$ cat src/hdl/bdq_pkg.sv
package bdq_pkg;

    // Default number of cells in the chain.
    localparam int DEPTH_DEFAULT = 16;

    // Fixed field widths.
    localparam int VALUE_W  = 32;
    localparam int KIND_W   = 2;
    localparam int COUNT_W  = 5;
    localparam int STATUS_W = 2;

    // Operation codes.
    typedef enum logic [KIND_W-1:0] {
        KIND_PUSH_FRONT = 2'd0,
        KIND_PUSH_BACK  = 2'd1,
        KIND_POP_BACK   = 2'd2,
        KIND_SEARCH     = 2'd3
    } kind_t;

    // Status codes returned with every item.
    typedef enum logic [STATUS_W-1:0] {
        ST_OK    = 2'd0,
        ST_FULL  = 2'd1,
        ST_EMPTY = 2'd2
    } status_t;

    // Command broadcast from the control to every cell.
    typedef struct packed {
        logic               take;
        logic               front_en;
        logic               back_en;
        logic               grow;
        logic               shrink;
        logic               search;
        logic [VALUE_W-1:0] value;
    } cell_cmd_t;

endpackage

$ cat src/hdl/bdq_if.sv
// Request channel: one operation per item.
interface bdq_req_if;
    logic                               valid;
    logic                               ready;
    logic [bdq_pkg::KIND_W-1:0]         kind;
    logic signed [bdq_pkg::VALUE_W-1:0] value;

    modport source (output valid, output kind, output value, input ready);
    modport sink   (input valid, input kind, input value, output ready);
endinterface

// Response channel: one result item per operation.
interface bdq_rsp_if;
    logic                         valid;
    logic                         ready;
    logic                         found;
    logic [bdq_pkg::COUNT_W-1:0]  count;
    logic                         empty_res;
    logic [bdq_pkg::STATUS_W-1:0] status;

    modport source (output valid, output found, output count, output empty_res,
                    output status, input ready);
    modport sink   (input valid, input found, input count, input empty_res,
                    input status, output ready);
endinterface

$ cat src/hdl/bdq_cell.sv
module bdq_cell
(
    input  logic                          clk,
    input  logic                          rst_n,
    input  bdq_pkg::cell_cmd_t            cmd,
    input  logic [bdq_pkg::VALUE_W-1:0]   left_data,
    input  logic                          left_occ,
    input  logic                          right_occ,
    output logic [bdq_pkg::VALUE_W-1:0]   data,
    output logic                          occ,
    output logic                          match
);

    logic [bdq_pkg::VALUE_W-1:0] data_reg;
    logic [bdq_pkg::VALUE_W-1:0] data_next;
    logic                        occ_reg;
    logic                        occ_next;
    logic                        match_reg;
    logic                        match_next;

    // Next contents: shift right on a front insert, load at the first free
    // cell on a back insert; occupancy is a thermometer that grows from the
    // front and shrinks from the back.
    always_comb
    begin
        data_next  = data_reg;
        occ_next   = occ_reg;
        match_next = match_reg;
        if (cmd.front_en)
        begin
            data_next = left_data;
        end
        else if (cmd.back_en && !occ_reg && left_occ)
        begin
            data_next = cmd.value;
        end
        if (cmd.grow)
        begin
            occ_next = left_occ;
        end
        else if (cmd.shrink)
        begin
            occ_next = right_occ;
        end
        if (cmd.take)
        begin
            match_next = cmd.search && occ_reg && (data_reg == cmd.value);
        end
    end

    // The stored value needs no reset: it is read only once occupied.
    always_ff @(posedge clk)
    begin
        data_reg <= data_next;
    end

    always_ff @(posedge clk or negedge rst_n)
    begin
        if (!rst_n)
        begin
            occ_reg   <= 1'b0;
            match_reg <= 1'b0;
        end
        else
        begin
            occ_reg   <= occ_next;
            match_reg <= match_next;
        end
    end

    assign data  = data_reg;
    assign occ   = occ_reg;
    assign match = match_reg;

endmodule

$ cat src/hdl/bounded_deque_with_search.sv
// Channel  Dir  Fields                              Handshake
// req      in   kind[1:0], value[31:0] signed       valid/ready
// rsp      out  found, count[4:0], empty_res,       valid/ready
//               status[1:0]
//
// An operation is taken by the row of cells, which register their match
// bits; once the output register is free, the registered match bits of all
// cells are ORed and the result item is loaded into the output register.
// One item per cycle is sustained while rsp is not stalled; the compare
// stage holds one item, so req stalls only while that stage waits on rsp.
// Reset clears the count, all occupancy bits and both valid flags at once.
module bounded_deque_with_search
#(
    parameter int DEPTH = bdq_pkg::DEPTH_DEFAULT
)
(
    input  logic       clk,
    input  logic       rst_n,
    bdq_req_if.sink    req,
    bdq_rsp_if.source  rsp
);

    localparam int CW    = $clog2(DEPTH + 1);
    localparam int EXT_W = CW + bdq_pkg::COUNT_W;

    bdq_pkg::cell_cmd_t            cmd;
    bdq_pkg::kind_t                kind;
    bdq_pkg::status_t              status_op;
    logic [CW-1:0]                 cnt_reg;
    logic [CW-1:0]                 cnt_next;
    logic                          full;
    logic                          take;
    logic                          out_free;

    logic                          pend_reg;
    logic                          pend_next;
    logic [CW-1:0]                 pend_cnt_reg;
    bdq_pkg::status_t              pend_status_reg;

    logic                          rsp_valid_reg;
    logic                          rsp_valid_next;
    logic                          found_reg;
    logic [bdq_pkg::COUNT_W-1:0]   count_reg;
    logic                          empty_reg;
    bdq_pkg::status_t              status_reg;
    logic [EXT_W-1:0]              cnt_ext;

    logic [bdq_pkg::VALUE_W-1:0]   data_w [DEPTH];
    logic [DEPTH-1:0]              occ_w;
    logic [DEPTH-1:0]              match_w;

    // Handshake.
    assign out_free  = !rsp_valid_reg || rsp.ready;
    assign req.ready = !pend_reg || out_free;
    assign take      = req.valid && req.ready;
    assign full      = (cnt_reg == CW'(DEPTH));
    assign kind      = bdq_pkg::kind_t'(req.kind);

    // Decode the operation into a command for the cells and the new count.
    always_comb
    begin
        cmd          = '0;
        cmd.take     = take;
        cmd.value    = req.value;
        cnt_next     = cnt_reg;
        status_op    = bdq_pkg::ST_OK;
        case (kind)
            bdq_pkg::KIND_PUSH_FRONT,
            bdq_pkg::KIND_PUSH_BACK:
            begin
                if (full)
                begin
                    status_op = bdq_pkg::ST_FULL;
                end
                else
                begin
                    cmd.front_en = take && (kind == bdq_pkg::KIND_PUSH_FRONT);
                    cmd.back_en  = take && (kind == bdq_pkg::KIND_PUSH_BACK);
                    cmd.grow     = take;
                    if (take)
                    begin
                        cnt_next = cnt_reg + CW'(1);
                    end
                end
            end
            bdq_pkg::KIND_POP_BACK:
            begin
                if (cnt_reg == '0)
                begin
                    status_op = bdq_pkg::ST_EMPTY;
                end
                else
                begin
                    cmd.shrink = take;
                    if (take)
                    begin
                        cnt_next = cnt_reg - CW'(1);
                    end
                end
            end
            bdq_pkg::KIND_SEARCH:
            begin
                cmd.search = 1'b1;
            end
            default:
            begin
                status_op = bdq_pkg::ST_OK;
            end
        endcase
    end

    // The row of cells; the front cell is fed from the request, the back
    // cell sees an empty neighbour.
    for (genvar i = 0; i < DEPTH; i++)
    begin : g_cell
        logic [bdq_pkg::VALUE_W-1:0] left_data;
        logic                        left_occ;
        logic                        right_occ;

        if (i == 0)
        begin : g_front
            assign left_data = req.value;
            assign left_occ  = 1'b1;
        end
        else
        begin : g_inner
            assign left_data = data_w[i-1];
            assign left_occ  = occ_w[i-1];
        end

        if (i == DEPTH - 1)
        begin : g_back
            assign right_occ = 1'b0;
        end
        else
        begin : g_mid
            assign right_occ = occ_w[i+1];
        end

        bdq_cell u_cell
        (
            .clk       (clk),
            .rst_n     (rst_n),
            .cmd       (cmd),
            .left_data (left_data),
            .left_occ  (left_occ),
            .right_occ (right_occ),
            .data      (data_w[i]),
            .occ       (occ_w[i]),
            .match     (match_w[i])
        );
    end

    // Compare stage: holds the item while the cells' match bits settle.
    always_comb
    begin
        pend_next = pend_reg;
        if (take)
        begin
            pend_next = 1'b1;
        end
        else if (out_free)
        begin
            pend_next = 1'b0;
        end
    end

    // Output register.
    always_comb
    begin
        rsp_valid_next = rsp_valid_reg;
        if (pend_reg && out_free)
        begin
            rsp_valid_next = 1'b1;
        end
        else if (rsp.ready)
        begin
            rsp_valid_next = 1'b0;
        end
    end

    assign cnt_ext = EXT_W'(pend_cnt_reg);

    always_ff @(posedge clk or negedge rst_n)
    begin
        if (!rst_n)
        begin
            cnt_reg       <= '0;
            pend_reg      <= 1'b0;
            rsp_valid_reg <= 1'b0;
        end
        else
        begin
            cnt_reg       <= cnt_next;
            pend_reg      <= pend_next;
            rsp_valid_reg <= rsp_valid_next;
        end
    end

    // Payload registers.
    always_ff @(posedge clk)
    begin
        if (take)
        begin
            pend_cnt_reg    <= cnt_next;
            pend_status_reg <= status_op;
        end
        if (pend_reg && out_free)
        begin
            found_reg  <= |match_w;
            count_reg  <= cnt_ext[bdq_pkg::COUNT_W-1:0];
            empty_reg  <= (pend_cnt_reg == '0);
            status_reg <= pend_status_reg;
        end
    end

    assign rsp.valid     = rsp_valid_reg;
    assign rsp.found     = found_reg;
    assign rsp.count     = count_reg;
    assign rsp.empty_res = empty_reg;
    assign rsp.status    = status_reg;

`ifndef SYNTH
    // The count never passes the number of cells.
    a_cnt_bound: assert property (@(posedge clk) disable iff (!rst_n)
        cnt_reg <= CW'(DEPTH))
        else $error("element count above depth");

    // Occupancy bits of the cells agree with the count.
    a_occ_cnt: assert property (@(posedge clk) disable iff (!rst_n)
        $countones(occ_w) == int'(cnt_reg))
        else $error("cell occupancy disagrees with count");

    // A dropped insert is only ever reported with a full store.
    a_full_drop: assert property (@(posedge clk) disable iff (!rst_n)
        pend_reg && pend_status_reg == bdq_pkg::ST_FULL |-> pend_cnt_reg == CW'(DEPTH))
        else $error("insert dropped while not full");

    // A found value implies a non-empty store.
    a_found_nonempty: assert property (@(posedge clk) disable iff (!rst_n)
        rsp_valid_reg && found_reg |-> !empty_reg)
        else $error("found reported on empty store");

    // A stalled result item leaves the compare stage waiting.
    a_stall_hold: assert property (@(posedge clk) disable iff (!rst_n)
        pend_reg && rsp_valid_reg && !rsp.ready |=> pend_reg)
        else $error("compare stage lost an item under stall");
`endif

endmodule

$ cat src/flat_wrapper.sv
// flat-port wrapper written by rule: the top's interface ports become plain ports
module bounded_deque_with_search_flat 
#(
    parameter int DEPTH = bdq_pkg::DEPTH_DEFAULT
)
  (clk, rst_n, req_valid, req_kind, req_value, req_ready, rsp_valid, rsp_found, rsp_count, rsp_empty_res, rsp_status, rsp_ready);
  bdq_req_if req_i ();
  bdq_rsp_if rsp_i ();
  input  logic clk;
  input  logic rst_n;
  input wire logic [$bits(req_i.valid)-1:0] req_valid;
  input wire logic [$bits(req_i.kind)-1:0] req_kind;
  input wire logic [$bits(req_i.value)-1:0] req_value;
  output wire logic [$bits(req_i.ready)-1:0] req_ready;
  output wire logic [$bits(rsp_i.valid)-1:0] rsp_valid;
  output wire logic [$bits(rsp_i.found)-1:0] rsp_found;
  output wire logic [$bits(rsp_i.count)-1:0] rsp_count;
  output wire logic [$bits(rsp_i.empty_res)-1:0] rsp_empty_res;
  output wire logic [$bits(rsp_i.status)-1:0] rsp_status;
  input wire logic [$bits(rsp_i.ready)-1:0] rsp_ready;
  assign req_i.valid = req_valid;
  assign req_i.kind = req_kind;
  assign req_i.value = req_value;
  assign req_ready = req_i.ready;
  assign rsp_valid = rsp_i.valid;
  assign rsp_found = rsp_i.found;
  assign rsp_count = rsp_i.count;
  assign rsp_empty_res = rsp_i.empty_res;
  assign rsp_status = rsp_i.status;
  assign rsp_i.ready = rsp_ready;
  bounded_deque_with_search #(.DEPTH(DEPTH)) u_core (.clk(clk), .rst_n(rst_n), .req(req_i), .rsp(rsp_i));
endmodule
$ cat config.mk
export PLATFORM = sky130hd
export DESIGN_NAME = bounded_deque_with_search_flat
export DESIGN_NICKNAME = d
export VERILOG_FILES = /design/src/hdl/bdq_pkg.sv /design/src/hdl/bdq_if.sv /design/src/hdl/bdq_cell.sv /design/src/hdl/bounded_deque_with_search.sv /design/src/flat_wrapper.sv
export SDC_FILE = /design/constraint.sdc
export NUM_CORES = 1
export LEC_CHECK = 0
export ABC_CLOCK_PERIOD_IN_PS = 4800
export BUFFER_PORTS_ARGS = -buffer_cell sky130_fd_sc_hd__buf_4
export CAP_MARGIN = 0
export CORE_UTILIZATION = 34
export DETAILED_ROUTE_END_ITERATION = 6
export GPL_TIMING_DRIVEN = 0
export SLEW_MARGIN = 25
export SYNTH_ARGS = -nofsm -noshare
export SYNTH_HDL_FRONTEND = slang
export SYNTH_SLANG_ARGS = --single-unit
export TNS_END_PERCENT = 50
$ cat constraint.sdc
create_clock -name clk -period 4.8 [get_ports clk]
set_input_delay 0.72 -clock clk [delete_from_list [all_inputs] [get_ports clk]]
set_output_delay 0.72 -clock clk [all_outputs]
set_load 0.02 [all_outputs]
==> impl_metrics.ini <==
[status]
outcome = complete, but fails checks
violations = design-rule violations

[clocking]
cts_setup_buffers = 0
postCtsHoldBufs = 0
cts_tree = yes
h-tree-depth = 2
cts_buffer_depth = 3
ctsResizeCount = 0
clock-sinks = 567
clkTransAtPathRegs_ns = 0.07
cts-buffers-inserted = 59
clk_latency_ns = 0.65
clock-root-buffer = clkbuf_16

[global_routing]
antenna_found_initial = 0
grt_usage_pct = 20.9
grt.overflow.total = 0
grt_pass1_wl_um = 124000
grt_max_degree = 40
first_global_vias = 17305

[timing]
setup_violations = 0
slew_headroom_pct = 24.4
fin_ws_ns = 1.02
slew_violations = 0
finalClockSkew_ns = 0.0274
fmax_ghz = 0.265
hold_violations = 0
finalCritPeriodShare_pct = 78.7
whs_ns = 0.119
fin_tns_setup_ns = 0
worst_pin_slew_ns = 1.13
period_needed_ns = 3.78
rsz0062_at_grt = false

[synthesis]
syn_area_per_cell_um2 = 13.3
synth_edf_count = 528
syn_nets = 2161
synth_ff_type = edfxtp_1
ys_ff_latch = 567
synth_cells = 2121
syn-cell-area_um2 = 28100
synth_seq_area_share_pct = 59.8
ys_warn_count = 0
async_flop_share_pct = 6.88
synth.distinct_cells = 45

[worst_setup_path]
path_max_fanout = 10
critPathTopFamily = buffers and inverters
crit_chain = inv_1 -> ha_1 -> nor3b_2 -> a21oi_1 -> nand2_1 -> nor2_1 -> buf_2 -> clkbuf_1 -> a21o_1
crit_buf_inv = 3
worstPathArrival_ns = 4.27
slowest_stage = clkbuf_1
critical-path-max-stage-delay_ns = 0.63
critPathKind = reg2reg
cp-end-kind = flop
cp-start-kind = flop
cp.required_ns = 5.29

[placement]
hpwl_um = 71100
pre_cts_slack_ns = 0.717
dp.cells = 3254
io_buffers = 46
globalplace.congestion = 1.02
place_area_um2 = 30400

[pwr]
total_power_mw = 12.7
p_leak_nw = 12.9
ir_drop_mv = 0.394
p_per_area_nw_per_um2 = 393

[drt]
routed_via_density = 5.28
drc = 4
wl_per_cell_um = 26.3
vias = 17775
wl_um = 88600
first_pass_iters = 7
drt-initial-drc-count = 2150
antenna_left = 0

[die]
start_util_pct = 34.3
ios = 49
die_w_um = 290
num_rows = 105
die_h_um = 290
die-area_um2 = 83900
coreArea_um2 = 82000

[hold_path]
hold_path_class = in2async

[layout]
nNetsFinal = 2285
drive_gt1_share_pct = 10.7
diodes = 0
finalInstanceArea_um2 = 32300
final-instance-count-excl-fill = 3364
final_util_pct = 39.4
area_delta_synth_final_pct = 14.8
largest_reg_flops = 512

[job]
drv_cap = 0
## area by class of cell
class                   count  area (um^2)
plain buffers             197         1030
multi-input cells        1338        10400
well taps                1070         1340
clock buffers              78         1580
inverters                  19         71.3
flip-flops and latches    567        16800
clock inverters            32          278
fillers                  7772        49700
repair buffers             63          781
## cell usage in the layout, fill, tap and decap left out, types with 19 or more instances in the layout
| cell type | instances |
|---|---|
| edfxtp_1 | 528 |
| nand3_1 | 19 |
| buf_6 | 31 |
| nand2_1 | 54 |
| clkbuf_16 | 59 |
| dfrtp_1 | 39 |
| xnor2_1 | 322 |
| nand4_1 | 81 |
| and2_1 | 26 |
| xor2_1 | 192 |
| clkbuf_1 | 125 |
| nor4_1 | 69 |
| buf_2 | 51 |
| buf_4 | 47 |
| a21o_1 | 480 |
## synthesized netlist by cell type (all sizes together) (2+ instances only)
library cell  number  area share, %
a21o             480             13
a21oi              4          0.071
a222oi            13           0.46
a22oi              2          0.053
and2              33           0.73
buf               85            2.1
clkbuf           112            1.5
dfrtp             39            3.5
edfxtp           528             56
ha                 2          0.089
inv               19           0.25
nand2             54           0.72
nand2b             6           0.14
nand3             19           0.34
nand4             81            1.8
nor2               6          0.080
nor3               2          0.036
nor3b              2          0.071
nor4              69            1.5
o21ai             21           0.37
o41ai             16           0.50
xnor2            322             10
xor2             192            6.0
## cells by family after synthesis
family / share of synthesized area, %
flops: 59.8
compound gates: 14.5
xor+xnor: 16.0
simple gates: 5.68
buf+inv: 3.90
fa+ha+maj: 0.0889
## where the power goes
group          switching [mW]  internal (mW)
clock network            1.99           2.52
registers               0.347           5.91
logic                    1.18          0.727
## layer usage
layer / wire (um) / vias up / GRT usage (%)
met1: 38000 / 8848 / 28.0
met3: 4440 / 182 / 1.98
met4: 5400 / 0 / 11.8
li1: - / 8008 / -
met5: 0 / - / 0
met2: 40800 / 737 / 33.3
## final timing paths
check | start | slack, ns | depth (start not counted) | end
min reg2reg | u_core.pend_status_reg[1] | 0.43 | 0 | u_core.rsp.status[1]
min in group clk | req_value[18] | 0.26 | 1 | u_core.g_cell[0].u_cell.data[18]
max | u_core.cnt_reg[0] | 1.02 | 9 | u_core.g_cell[15].u_cell.data[2]
max in group asynchronous | rst_n | 4.25 | 1 | u_core.g_cell[14].u_cell.match
min | rst_n | 0.12 | 1 | u_core.g_cell[6].u_cell.match
max reg2reg | u_core.cnt_reg[0] | 1.02 | 9 | u_core.g_cell[15].u_cell.data[2]
Note: power is estimated with default switching activity, not from simulation.
